==> config.mk <==
export PLATFORM = sky130hd
export DESIGN_NAME = rau_front_flat
export DESIGN_NICKNAME = d
export VERILOG_FILES = /design/src/rtl/rational_arithmetic_unit_top_defines.svh /design/src/rtl/rau_pkg.sv /design/src/rtl/rau_if.sv /design/src/rtl/rau_front.sv /design/src/flat_wrapper.sv
export SDC_FILE = /design/constraint.sdc
export NUM_CORES = 1
export LEC_CHECK = 0
export BUFFER_PORTS_ARGS = -buffer_cell sky130_fd_sc_hd__buf_2
export CAP_MARGIN = 20
export CELL_PAD_IN_SITES_DETAIL_PLACEMENT = 1
export CELL_PAD_IN_SITES_GLOBAL_PLACEMENT = 2
export CORE_MARGIN = 2
export CORE_UTILIZATION = 38
export DETAILED_ROUTE_END_ITERATION = 8
export PLACE_DENSITY = 0.88
export SYNTH_ARGS = -nofsm -noshare
export SYNTH_HDL_FRONTEND = slang
export SYNTH_SLANG_ARGS = --single-unit
==> constraint.sdc <==
create_clock -name clock -period 6.1 [get_ports clock]
set_input_delay 0.915 -clock clock [delete_from_list [all_inputs] [get_ports clock]]
set_output_delay 0.915 -clock clock [all_outputs]
set_load 0.05 [all_outputs]
==> src/rtl/rational_arithmetic_unit_top_defines.svh <==
// assertion macros for the rational arithmetic unit
`ifndef RATIONAL_ARITHMETIC_UNIT_TOP_DEFINES_SVH
`define RATIONAL_ARITHMETIC_UNIT_TOP_DEFINES_SVH
`ifndef ASSERT_OFF
`define RAU_ASSERT_IMPL(label, clk, rst, ante, cons, msg) \
   label: assert property (@(posedge clk) disable iff (rst) (ante) |-> (cons)) else $error(msg);
`define RAU_ASSERT_NEXT(label, clk, rst, ante, cons, msg) \
   label: assert property (@(posedge clk) disable iff (rst) (ante) |=> (cons)) else $error(msg);
`else
`define RAU_ASSERT_IMPL(label, clk, rst, ante, cons, msg)
`define RAU_ASSERT_NEXT(label, clk, rst, ante, cons, msg)
`endif
`endif

==> src/rtl/rau_pkg.sv <==
package rau_pkg;
   localparam int unsigned CmdWidth = 3;
   localparam int unsigned DataWidth = 32;
   localparam int unsigned MagWidth = 64;

   typedef enum logic [2:0] {
      CMD_ADD = 3'd0, CMD_SUB = 3'd1, CMD_MUL = 3'd2, CMD_DIV = 3'd3,
      CMD_GT = 3'd4, CMD_LT = 3'd5, CMD_RED = 3'd6, CMD_NOP = 3'd7
   } cmd_type;

   typedef enum logic [1:0] {
      ST_OK = 2'd0, ST_GCD_ZERO = 2'd1, ST_OVERFLOW = 2'd2, ST_SPARE = 2'd3
   } status_type;

   typedef struct packed {
      logic [CmdWidth-1:0] cmd;
      logic [DataWidth-1:0] a_num;
      logic [DataWidth-1:0] a_den;
      logic [DataWidth-1:0] b_num;
      logic [DataWidth-1:0] b_den;
   } req_type;

   typedef struct packed {
      logic [DataWidth-1:0] res_num;
      logic [DataWidth-1:0] res_den;
      logic cmp_true;
      logic [1:0] status;
   } rsp_type;

   // classified item handed from front to back
   typedef struct packed {
      cmd_type cmd;
      logic [DataWidth-1:0] a_num;
      logic [DataWidth-1:0] a_den;
      logic [DataWidth-1:0] b_num;
      logic [DataWidth-1:0] b_den;
   } job_type;
endpackage

==> src/rtl/rau_if.sv <==
interface rau_req_if;
   import rau_pkg::*;
   logic valid;
   logic ready;
   req_type data;
   modport source (output valid, output data, input ready);
   modport sink (input valid, input data, output ready);
endinterface


==> src/rtl/rau_front.sv <==
module rau_front #(
   parameter int unsigned FIELD_WIDTH = 32
) (
   input  logic clock,
   input  logic reset,
   rau_req_if.sink req,
   output logic job_valid,
   input  logic job_ready,
   output rau_pkg::job_type job
);
   import rau_pkg::*;

   // two entry queue
   job_type q_ff [2];
   logic [1:0] cnt_ff, cnt_in;
   logic wr_ff, wr_in, rd_ff, rd_in;
   job_type j;
   logic push, pop;

   function automatic logic [DataWidth-1:0] sxf(input logic [DataWidth-1:0] x);
      logic [DataWidth-1:0] r;
      r = x;
      for (int i = FIELD_WIDTH; i < DataWidth; i++) r[i] = x[FIELD_WIDTH-1];
      return r;
   endfunction

   always_comb begin
      j.cmd = cmd_type'(req.data.cmd);
      j.a_num = sxf(req.data.a_num);
      j.a_den = sxf(req.data.a_den);
      j.b_num = sxf(req.data.b_num);
      j.b_den = sxf(req.data.b_den);
      if (j.cmd == CMD_RED) begin
         j.b_num = '0;
         j.b_den = '0;
      end
   end

   assign req.ready = (cnt_ff != 2'd2);
   assign push = req.valid && req.ready;
   assign job_valid = (cnt_ff != 2'd0);
   assign pop = job_valid && job_ready;
   assign job = q_ff[rd_ff];

   always_comb begin
      cnt_in = cnt_ff + 2'(push) - 2'(pop);
      wr_in = wr_ff ^ push;
      rd_in = rd_ff ^ pop;
   end

   always_ff @(posedge clock) begin
      if (reset) begin
         cnt_ff <= '0;
         wr_ff <= 1'b0;
         rd_ff <= 1'b0;
      end else begin
         cnt_ff <= cnt_in;
         wr_ff <= wr_in;
         rd_ff <= rd_in;
      end
      if (push) q_ff[wr_ff] <= j;
   end
endmodule

==> src/flat_wrapper.sv <==
// flat-port wrapper written by rule: the top's interface ports become plain ports
module rau_front_flat import rau_pkg::*;
#(
   parameter int unsigned FIELD_WIDTH = 32
)
  (clock, reset, job_valid, job_ready, job, req_valid, req_data, req_ready);
  rau_req_if req_i ();
  input  logic clock;
  input  logic reset;
  output logic job_valid;
  input  logic job_ready;
  output rau_pkg::job_type job;
  input wire logic [$bits(req_i.valid)-1:0] req_valid;
  input wire logic [$bits(req_i.data)-1:0] req_data;
  output wire logic [$bits(req_i.ready)-1:0] req_ready;
  assign req_i.valid = req_valid;
  assign req_i.data = req_data;
  assign req_ready = req_i.ready;
  rau_front #(.FIELD_WIDTH(FIELD_WIDTH)) u_core (.clock(clock), .reset(reset), .req(req_i), .job_valid(job_valid), .job_ready(job_ready), .job(job));
endmodule
==> results of run 1 <==
==> cells by family after synthesis <==
family,after synthesis
AO/OA/AOI/OAI,1
XOR/XNOR,1
adder cells (fa/ha/maj),4
buffers and inverters,24
flip-flops,266
multiplexers,132
AND/OR/NAND/NOR,73
==> power by group <==
group          leakage, nW  total [mW]  internal, mW  switching [mW]
clock network        0.451        1.72          1.04           0.681
registers             2.49        2.50          2.36           0.136
logic                 1.83        2.17         0.604            1.57
total                 4.77        6.39          4.01            2.39
==> worst max-delay path: cells and delay by family, from the launching register on <==
kind	cells	cell delay (ns)
buf+inv	2	0.62
mux	1	0.39
flops	1	0.99
==> worst paths after layout <==
path,from,end,slack (ns)
setup / recovery,u_core.rd_ff$_SDFF_PP0_,job[30],2.58
hold / removal,req_data[124],u_core.q_ff[0][124]$_DFFE_PP_,0.57
setup reg to reg,u_core.cnt_ff[0]$_SDFF_PP0_,u_core.q_ff[1][33]$_DFFE_PP_,3.63
hold reg to reg,u_core.wr_ff$_SDFF_PP0_,u_core.wr_ff$_SDFF_PP0_,0.64
==> through the flow <==
| step | power, mW | instances |
|---|---|---|
| final | 6.39 | 1142 |
| after global routing | 6.65 | 1140 |
| after CTS | 6.49 | 1139 |
| after detailed placement | 4.74 | 1086 |
| after global placement | 4.70 | 1086 |
| after floorplan | 4.27 | 501 |
==> cell usage in the layout, fill, tap and decap left out, drive strengths merged <==
cell,count
diode,3
ha,4
nand2b,1
edfxtp,262
mux2,132
clkinv,10
clkbuf,37
and2,65
dfxtp,4
nor2,3
or2,1
clkinvlp,2
nor2b,2
inv,3
xnor3,1
o21a,1
bufinv,4
nand3b,1
buf,271
==> state kept, by name, summed over array words and instances, names as in the netlist <==
register       flops
u_core.cnt_ff      2
u_core.wr_ff       1
u_core.rd_ff       1
u_core.q_ff      262
==> metal layers <==
layer / vias to the layer above / part of all wire (%) / track usage (%)
li1: 2480 / - / -
met4: 0 / 2.4 / 4.05
met5: - / 0 / 0
met2: 202 / 51 / 27.1
met3: 39 / 8.2 / 5.08
met1: 2655 / 39 / 17.9
==> cell type report <==
type,count,share of cell area (%)
diodes,3,0.0586
clock buffers,37,5.90
clock inverters,16,1.40
inverters,3,0.0880
multi-input cells,211,16.2
flip-flops and latches,266,62.1
well taps,335,3.27
repair buffers,271,11.0
==> flow_summary.ini, run 1 <==
[sta]
skew_ns = 0.00743
holdWs_ns = 0.570
rsz0062_at_grt = no
slew_headroom_pct = 31.7
period_minus_slack_ns = 3.52
hold_viol_final = 0
tightest_slew_ns = 1.03
clock.fmax_ghz = 0.284
setup_tns_ns = 0
maxSlewViolCount = 0
setup_viol_count_final = 0
min_period_over_period_pct = 57.8
setup_ws_ns = 2.58

[floorplanning]
die_x_um = 168
start_util_pct = 38.8
die_y_um = 168
fp.coreArea_um2 = 26200
io_pins = 268
die_area_um2 = 28100
num_rows = 59

[logic_synthesis]
yosys.cell_count.top_type = edfxtp_1
synth_fp_nets = 640
synthSimpleGateAreaFrac_pct = 4.43
synthXorXnorAreaFrac_pct = 0.221
synthTopCellsByCount = edfxtp_1, mux2_2, and2_1, mux2_4, buf_6
synth_adder_area_share_pct = 0.492
synth-edff-count = 262
synth_compound_area_share_pct = 0.0738
synth_top_family_by_area = multiplexers
ys.flop_type = edfxtp_1
muxShareOfSynthArea_pct = 14.9
syn_area_per_cell_um2 = 20.3
ys_types = 19
ys_ff_latch = 266
yosys_warnings = 0
synth.area.top_cells = edfxtp_1, mux2_2, and2_1
yosysSeqAreaShare_pct = 78.1
synth_top_area_cell = edfxtp_1
synthArstFlopShare_pct = 0
netlist.area_leader.share_pct = 77.4
synth_cells = 501
synth_area_um2 = 10200

[placed_design]
gp_congestion = 0.738
place_area_um2 = 11900
pre_cts_slack_ns = 3.03
hpwl_mm = 14.3
io_buffers = 267

[grt]
grt_overflow = 0
grt_antenna_before_repair = 4
grt_usage_pct = 15.3
grt_max_degree = 71
grt_pass1_vias = 5952
grt_pass1_wl_mm = 33.4

[detailed_routing]
num_vias = 5376
routed_wirelength_mm = 22.0
drc_errors = 0
viasPerCell = 4.71
drt-wirelength-per-cell_um = 19.3
first_pass_iters = 4
postRouteAntennaNets = 0
drt_iter0_markers = 259

[min_path]
hold_depth = 1
hold_path_class = in2reg

[cells_and_area]
multi_input_area_um2 = 2080
seqCellArea_um2 = 7950
nNetsFinal = 921
areaGrowthSynthToFinish_pct = 25.9
fillers = 2531
layout-drive-gt1-share_pct = 54.9
fin_area_um2 = 12800
finish.utilization_pct = 48.9

[run]
cap_violations = 0

[cts]
cts_tree = yes
ctsResizeCount = 0
cts.reportedPaths.clkPinSlew_ns = 0.06
postCtsSetupBuffers = 0
h-tree-depth = 1
cts_buffers = 29
clock-sinks = 266
hold_buffers = 0
root_buffer = clkbuf_16
insertion_delay_ns = 0.53
cts_buffer_depth = 3

[worst_setup_path]
crit_type = reg2out
path_cells = buf_12, mux2_2, buf_2
endpoint_kind = output pin
ff2ff_path_depth = 4
worstPathArrival_ns = 2.61
slowest_delay_ns = 0.99
critical_path_required_ns = 5.18
start_kind = flop
cpMaxStageDelayCell = dfxtp_4
crit_fanout = 70

[status]
status = finished clean

[pwr]
p_leak_nw = 4.77
vdd_drop_max_uv = 235
power.density_nw_per_um2 = 499
Note: power is estimated with default switching activity, not from simulation.
==> inputs of run 2 (changes only) <==
--- a/config.mk
+++ b/config.mk
@@ -10,9 +10,9 @@
 export CELL_PAD_IN_SITES_DETAIL_PLACEMENT = 1
 export CELL_PAD_IN_SITES_GLOBAL_PLACEMENT = 2
 export CORE_MARGIN = 2
-export CORE_UTILIZATION = 38
+export CORE_UTILIZATION = 34
 export DETAILED_ROUTE_END_ITERATION = 8
-export PLACE_DENSITY = 0.88
+export PLACE_DENSITY = 0.84
 export SYNTH_ARGS = -nofsm -noshare
 export SYNTH_HDL_FRONTEND = slang
 export SYNTH_SLANG_ARGS = --single-unit
==> constraint.sdc (replaced) <==
create_clock -name clock -period 2.9 [get_ports clock]
set_input_delay 0.435 -clock clock [delete_from_list [all_inputs] [get_ports clock]]
set_output_delay 0.435 -clock clock [all_outputs]
set_load 0.05 [all_outputs]
==> run 2 against run 1 <==
Against the previous run:
- register-to-register slack got worse by 2.7 ns
- clock power increased by 98%
- sequential cell count unchanged
- sequential power increased by 110%
- first-iteration DRC count increased by 17%
- wire length decreased by 2.4%
- critical path depth unchanged
- global-route usage decreased by 2.1 points
- sequential share of layout area decreased by 0.37 points
- final area increased by 0.60%
- count of clock-buffer cells in the layout decreased by 5
==> flow_summary.ini, run 2 (synthesized netlist as in run 1, its figures left out) <==
[status]
status = finished clean

[pwr]
clkPwrFrac_pct = 25.7
vdd_drop_max_uv = 456
power.share.switching_pct = 37.7
totalPowerFinal_mw = 13.3
sequentialPowerShare_pct = 39.0
p_leak_nw = 4.78
p_sw_mw = 5.00
combPwrFrac_pct = 35.3
power.density_nw_per_um2 = 1030
p_int_mw = 8.26

[placed_design]
dp_cells = 1145
gp_congestion = 0.699
hpwl_mm = 13.8
place_area_um2 = 12000
io_buffers = 267

[worst_setup_path]
r2r-end = u_core.q_ff[0][74]$_DFFE_PP_
critical_path_required_ns = 2.47
crit_fanout = 29
rrSetupSlack_ns = 0.90
crit_type = reg2out
regToRegStartpoint = u_core.cnt_ff[0]$_SDFF_PP0_
crit_end = job[14]
start_kind = flop
crit_start = u_core.rd_ff$_SDFF_PP0_
endpoint_kind = output pin
worstPathArrival_ns = 2.12
ff2ff_path_depth = 4

[floorplanning]
die_x_um = 177
start_util_pct = 34.4
num_rows = 63
die_y_um = 177
fp.coreArea_um2 = 29600
die_area_um2 = 31300
io_pins = 268

[cts]
clock-sinks = 266
hold_buffers = 0
root_buffer = clkbuf_16
ctsResizeCount = 0
h-tree-depth = 1
cts.reportedPaths.clkPinSlew_ns = 0.06
insertion_delay_ns = 0.53
postCtsSetupBuffers = 0
cts_buffers = 29
cts_buffer_depth = 3
cts_tree = yes

[cells_and_area]
largest_register_ffs = 262
seqCellArea_um2 = 7950
layout-drive-gt1-share_pct = 55.3
multi_input_area_um2 = 2080
fin_area_um2 = 12900
areaGrowthSynthToFinish_pct = 26.6
fillers = 2963
final_cell_mix = buf_2, edfxtp_1, mux2_2
top_register = u_core.q_ff
final_cells = 1197
top_regs = u_core.q_ff (262), u_core.cnt_ff (2)
layout_commonest_cell = buf_2
nNetsFinal = 925

[sta]
skew_ns = 0.00909
slew_headroom_pct = 47.7
setup_tns_ns = 0
tightest_slew_ns = 0.785
clock.fmax_ghz = 0.391
period_minus_slack_ns = 2.55
min_period_over_period_pct = 88.1
setup_viol_count_final = 0
rsz0062_at_grt = no
hold_viol_final = 0
maxSlewViolCount = 0

[min_path]
hold_path_class = in2reg
worstHoldStart = req_data[126]

[detailed_routing]
highest_layer = met5
first_pass_iters = 4
drt-wirelength-per-cell_um = 18.0
routed_wirelength_mm = 21.5
viasPerCell = 4.50
num_vias = 5387
dr_wl_met3_mm = 1.80
postRouteAntennaNets = 0
drt_iter0_markers = 302
drc_errors = 0
dr_wl_met2_mm = 10.6
wl_met1_mm = 8.63

[grt]
grt_usage_pct = 13.2
grt_overflow = 0
grt_max_degree = 132
grt_pass1_vias = 5818
grt_antenna_before_repair = 3
grt_pass1_wl_mm = 32.3

[run]
cap_violations = 0
[run 2: changes by cell type in the layout (fill, tap and decap cells not counted), sizes merged]
cell / change
diode: -1
clkbuf: -5
bufinv: -2
buf: +4
clkinv: +4
[run 2: critical path: stages, from the launching register on]
cell     delay (ns)
dfxtp_4        0.68
buf_4          0.31
mux2_2         0.37
buf_2          0.22
[run 2: stage by stage]
stage	hold slack (ns)	worst slack [ns]	util (%)
final	0.0887	0.345	43.6
after global routing	0.0539	0.216	43.6
after CTS	0.0586	0.270	43.6
after detailed placement	0.626	0.853	40.6
after global placement	0.612	0.843	40.6
after floorplan	0.502	-0.294	-
[run 2: final cells by class]
cell class,instances,area share (%)
Clock inverter,18,1.09
Clock buffer,32,5.72
Tap cell,390,3.79
Timing Repair Buffer,275,11.4
Multi-Input combinational cell,211,16.1
Antenna cell,2,0.0389
Inverter,3,0.0874
Sequential cell,266,61.7
[run 2: worst min path at each step]
stage                                         end  slack, ns  cells past startpoint
floorplan                 u_core.wr_ff$_SDFF_PP0_       0.50                      1
global placement          u_core.wr_ff$_SDFF_PP0_       0.61                      3
detailed placement   u_core.q_ff[0][87]$_DFFE_PP_       0.63                      1
CTS                 u_core.q_ff[1][126]$_DFFE_PP_       0.06                      1
global route        u_core.q_ff[1][126]$_DFFE_PP_       0.05                      1
finish              u_core.q_ff[1][126]$_DFFE_PP_       0.09                      1
[run 2: per-layer routing]
metal	GRT usage (%)	up-vias
li1	-	2496
met1	16.2	2651
met2	22.2	196
met3	4.32	42
met4	3.89	2
met5	0	-
[run 2: power by group through the flow]
stage	sequential, mW	combinational, mW	clock, mW
after floorplan	5.16	3.77	0
after global placement	5.22	4.72	0
after detailed placement	5.26	4.74	0
after CTS	5.19	4.76	3.52
after global routing	5.25	4.92	3.66
final	5.17	4.68	3.41
==> inputs of run 3 (changes only) <==
--- a/config.mk
+++ b/config.mk
@@ -10,9 +10,10 @@
 export CELL_PAD_IN_SITES_DETAIL_PLACEMENT = 1
 export CELL_PAD_IN_SITES_GLOBAL_PLACEMENT = 2
 export CORE_MARGIN = 2
-export CORE_UTILIZATION = 34
+export CORE_UTILIZATION = 36
+export CTS_BUF_LIST = sky130_fd_sc_hd__clkbuf_2
 export DETAILED_ROUTE_END_ITERATION = 8
-export PLACE_DENSITY = 0.84
+export PLACE_DENSITY = 0.88
 export SYNTH_ARGS = -nofsm -noshare
 export SYNTH_HDL_FRONTEND = slang
 export SYNTH_SLANG_ARGS = --single-unit
==> run 3 against run 2 <==
Against the previous run:
- clock skew up 0.063 ns
- worst setup slack worse by 0.088 ns
- sequential share of layout area decreased by 4.8 points
- count of clock-buffer cells in the layout rose by 59
- final area grew 8.3%
- total power is 4.3% lower
- sequential power barely moved
- sequential cell count did not move
- combinational power rose by 5.8%
- global-route usage is 3.6 points higher
- first-iteration DRC count down 19%
- hold slack better by 0.043 ns
==> flow_summary.ini, run 3 (synthesized netlist as in run 1, its figures left out) <==
[sta]
hold_viol_final = 0
slew_headroom_pct = 58.1
min_period_over_period_pct = 91.1
setup_viol_count_final = 0
skew_ns = 0.0717
setup_tns_ns = 0
clock.fmax_ghz = 0.378
tightest_slew_ns = 0.628
setup_ws_ns = 0.257
period_minus_slack_ns = 2.64
maxSlewViolCount = 0
rsz0062_at_grt = no

[detailed_routing]
drt-wirelength-per-cell_um = 18.3
postRouteAntennaNets = 0
routed_wirelength_mm = 25.2
viasPerCell = 4.51
drt_iter0_markers = 246
drc_errors = 0
num_vias = 6216
first_pass_iters = 4

[worst_setup_path]
rrSetupSlack_ns = 1.14
crit_fanout = 21
worstPathArrival_ns = 2.21
crit_type = reg2out
endpoint_kind = output pin
ff2ff_path_depth = 4
r2r-end = u_core.q_ff[1][83]$_DFFE_PP_
start_kind = flop
regToRegStartpoint = u_core.cnt_ff[0]$_SDFF_PP0_
critical_path_required_ns = 2.47
crit_start = u_core.rd_ff$_SDFF_PP0_

[grt]
grt-busiest-layer = met2
grt_pass1_wl_mm = 37.9
grt_max_degree = 73
grt_usage_pct = 16.8
use_met2_pct = 30.1
grt_antenna_before_repair = 0
grt_overflow = 0
grt_pass1_vias = 7062
grt_util_met3_pct = 6.94
grt.met1_usage_pct = 17.8

[run]
cap_violations = 0

[cts]
ctsResizeCount = 0
insertion_delay_ns = 0.80
cts_tree = yes
root_buffer = clkbuf_2
cts.reportedPaths.clkPinSlew_ns = 0.09
clock-sinks = 266
h-tree-depth = 3
cts_buffers = 70
cts_buffer_depth = 3

[pwr]
vdd_drop_max_uv = 421
p_leak_nw = 5.38
power.density_nw_per_um2 = 910

[cells_and_area]
final_cells = 1378
nNetsFinal = 1100
top_regs = u_core.q_ff (262), u_core.cnt_ff (2)
multi_input_area_um2 = 2080
fin_area_um2 = 14000
largest_register_ffs = 262
fillers = 2807
layout-drive-gt1-share_pct = 50.5
finish.utilization_pct = 50.2
diodes = 0
areaGrowthSynthToFinish_pct = 37.2
top_register = u_core.q_ff
layout_commonest_cell = buf_2
final_cell_mix = buf_2, edfxtp_1, dlygate4sd3_1
seqCellArea_um2 = 7950

[floorplanning]
start_util_pct = 36.6
io_pins = 268
fp.coreArea_um2 = 27800
die_y_um = 172
die_area_um2 = 29600
num_rows = 61
die_x_um = 172

[min_path]
hold_depth = 3
worstHoldStart = job_ready
hold_path_class = in2reg
holdPathEnd = u_core.rd_ff$_SDFF_PP0_

[placed_design]
gp_congestion = 0.682
hpwl_mm = 14.1
place_area_um2 = 12000
pre_cts_slack_ns = 0.716
dp_cells = 1133
io_buffers = 267

[status]
status = finished clean
## run 3: cell count changes in the layout (fill, tap and decap cells not counted), sizes merged
cell | before | now
buf | 275 | 277
bufinv | 2 | 3
clkbuf | 32 | 91
clkinv | 14 | 15
clkinvlp | 2 | 0
diode | 2 | 0
dlygate4sd3 | 0 | 132
inv | 3 | 5
## run 3: power breakdown
group	switching (mW)	internal, mW
clock network	1.49	1.11
registers	0.189	4.96
logic	3.49	1.45
total	5.18	7.52
## run 3: routing by layer
| layer | wire (um) | vias up | part of all wire, % |
|---|---|---|---|
| met5 | 0 | - | 0 |
| met4 | 476 | 0 | 1.9 |
| met3 | 2320 | 48 | 9.2 |
| met2 | 13100 | 238 | 52 |
| met1 | 9300 | 3069 | 37 |
| li1 | - | 2861 | - |
## run 3: how the worst max path moves through the flow
stage / endpoint / slack [ns] / depth (start not counted)
after floorplan: u_core.q_ff[1][0]$_DFFE_PP_ / -0.29 / 3
after global placement: job[45] / 0.73 / 3
after detailed placement: job[73] / 0.72 / 3
after CTS: job[79] / 0.04 / 3
after global routing: job[73] / 0.05 / 3
final: job[75] / 0.26 / 3
## run 3: repair_timing
| action | 4_1_cts | 5_1_grt |
|---|---|---|
| endpoints found under the hold margin | 266 | 0 |
| setup endpoints to repair | 95 | 71 |
| hold buffers | 132 | 0 |
| buffers inserted | 1 | 1 |
## run 3: critical path: stages (launching register included)
cell and delay (ns):
dfxtp_4 0.52, buf_4 0.34, mux2_2 0.39, buf_2 0.22
## run 3: final cells by class
class / instances / share of cell area, %
Timing Repair Buffer: 409 / 20.3
Clock buffer: 91 / 3.26
Inverter: 3 / 0.0807
Tap cell: 378 / 3.39
Sequential cell: 266 / 57.0
Clock inverter: 20 / 1.12
Multi-Input combinational cell: 211 / 14.9
## run 3: through the flow
stage               total power [mW]  hold slack [ns]
global route                    13.3           0.0210
CTS                             12.8           0.0304
floorplan                       8.93            0.502
detailed placement              9.99            0.626
finish                          12.7            0.132
global placement                9.92            0.612
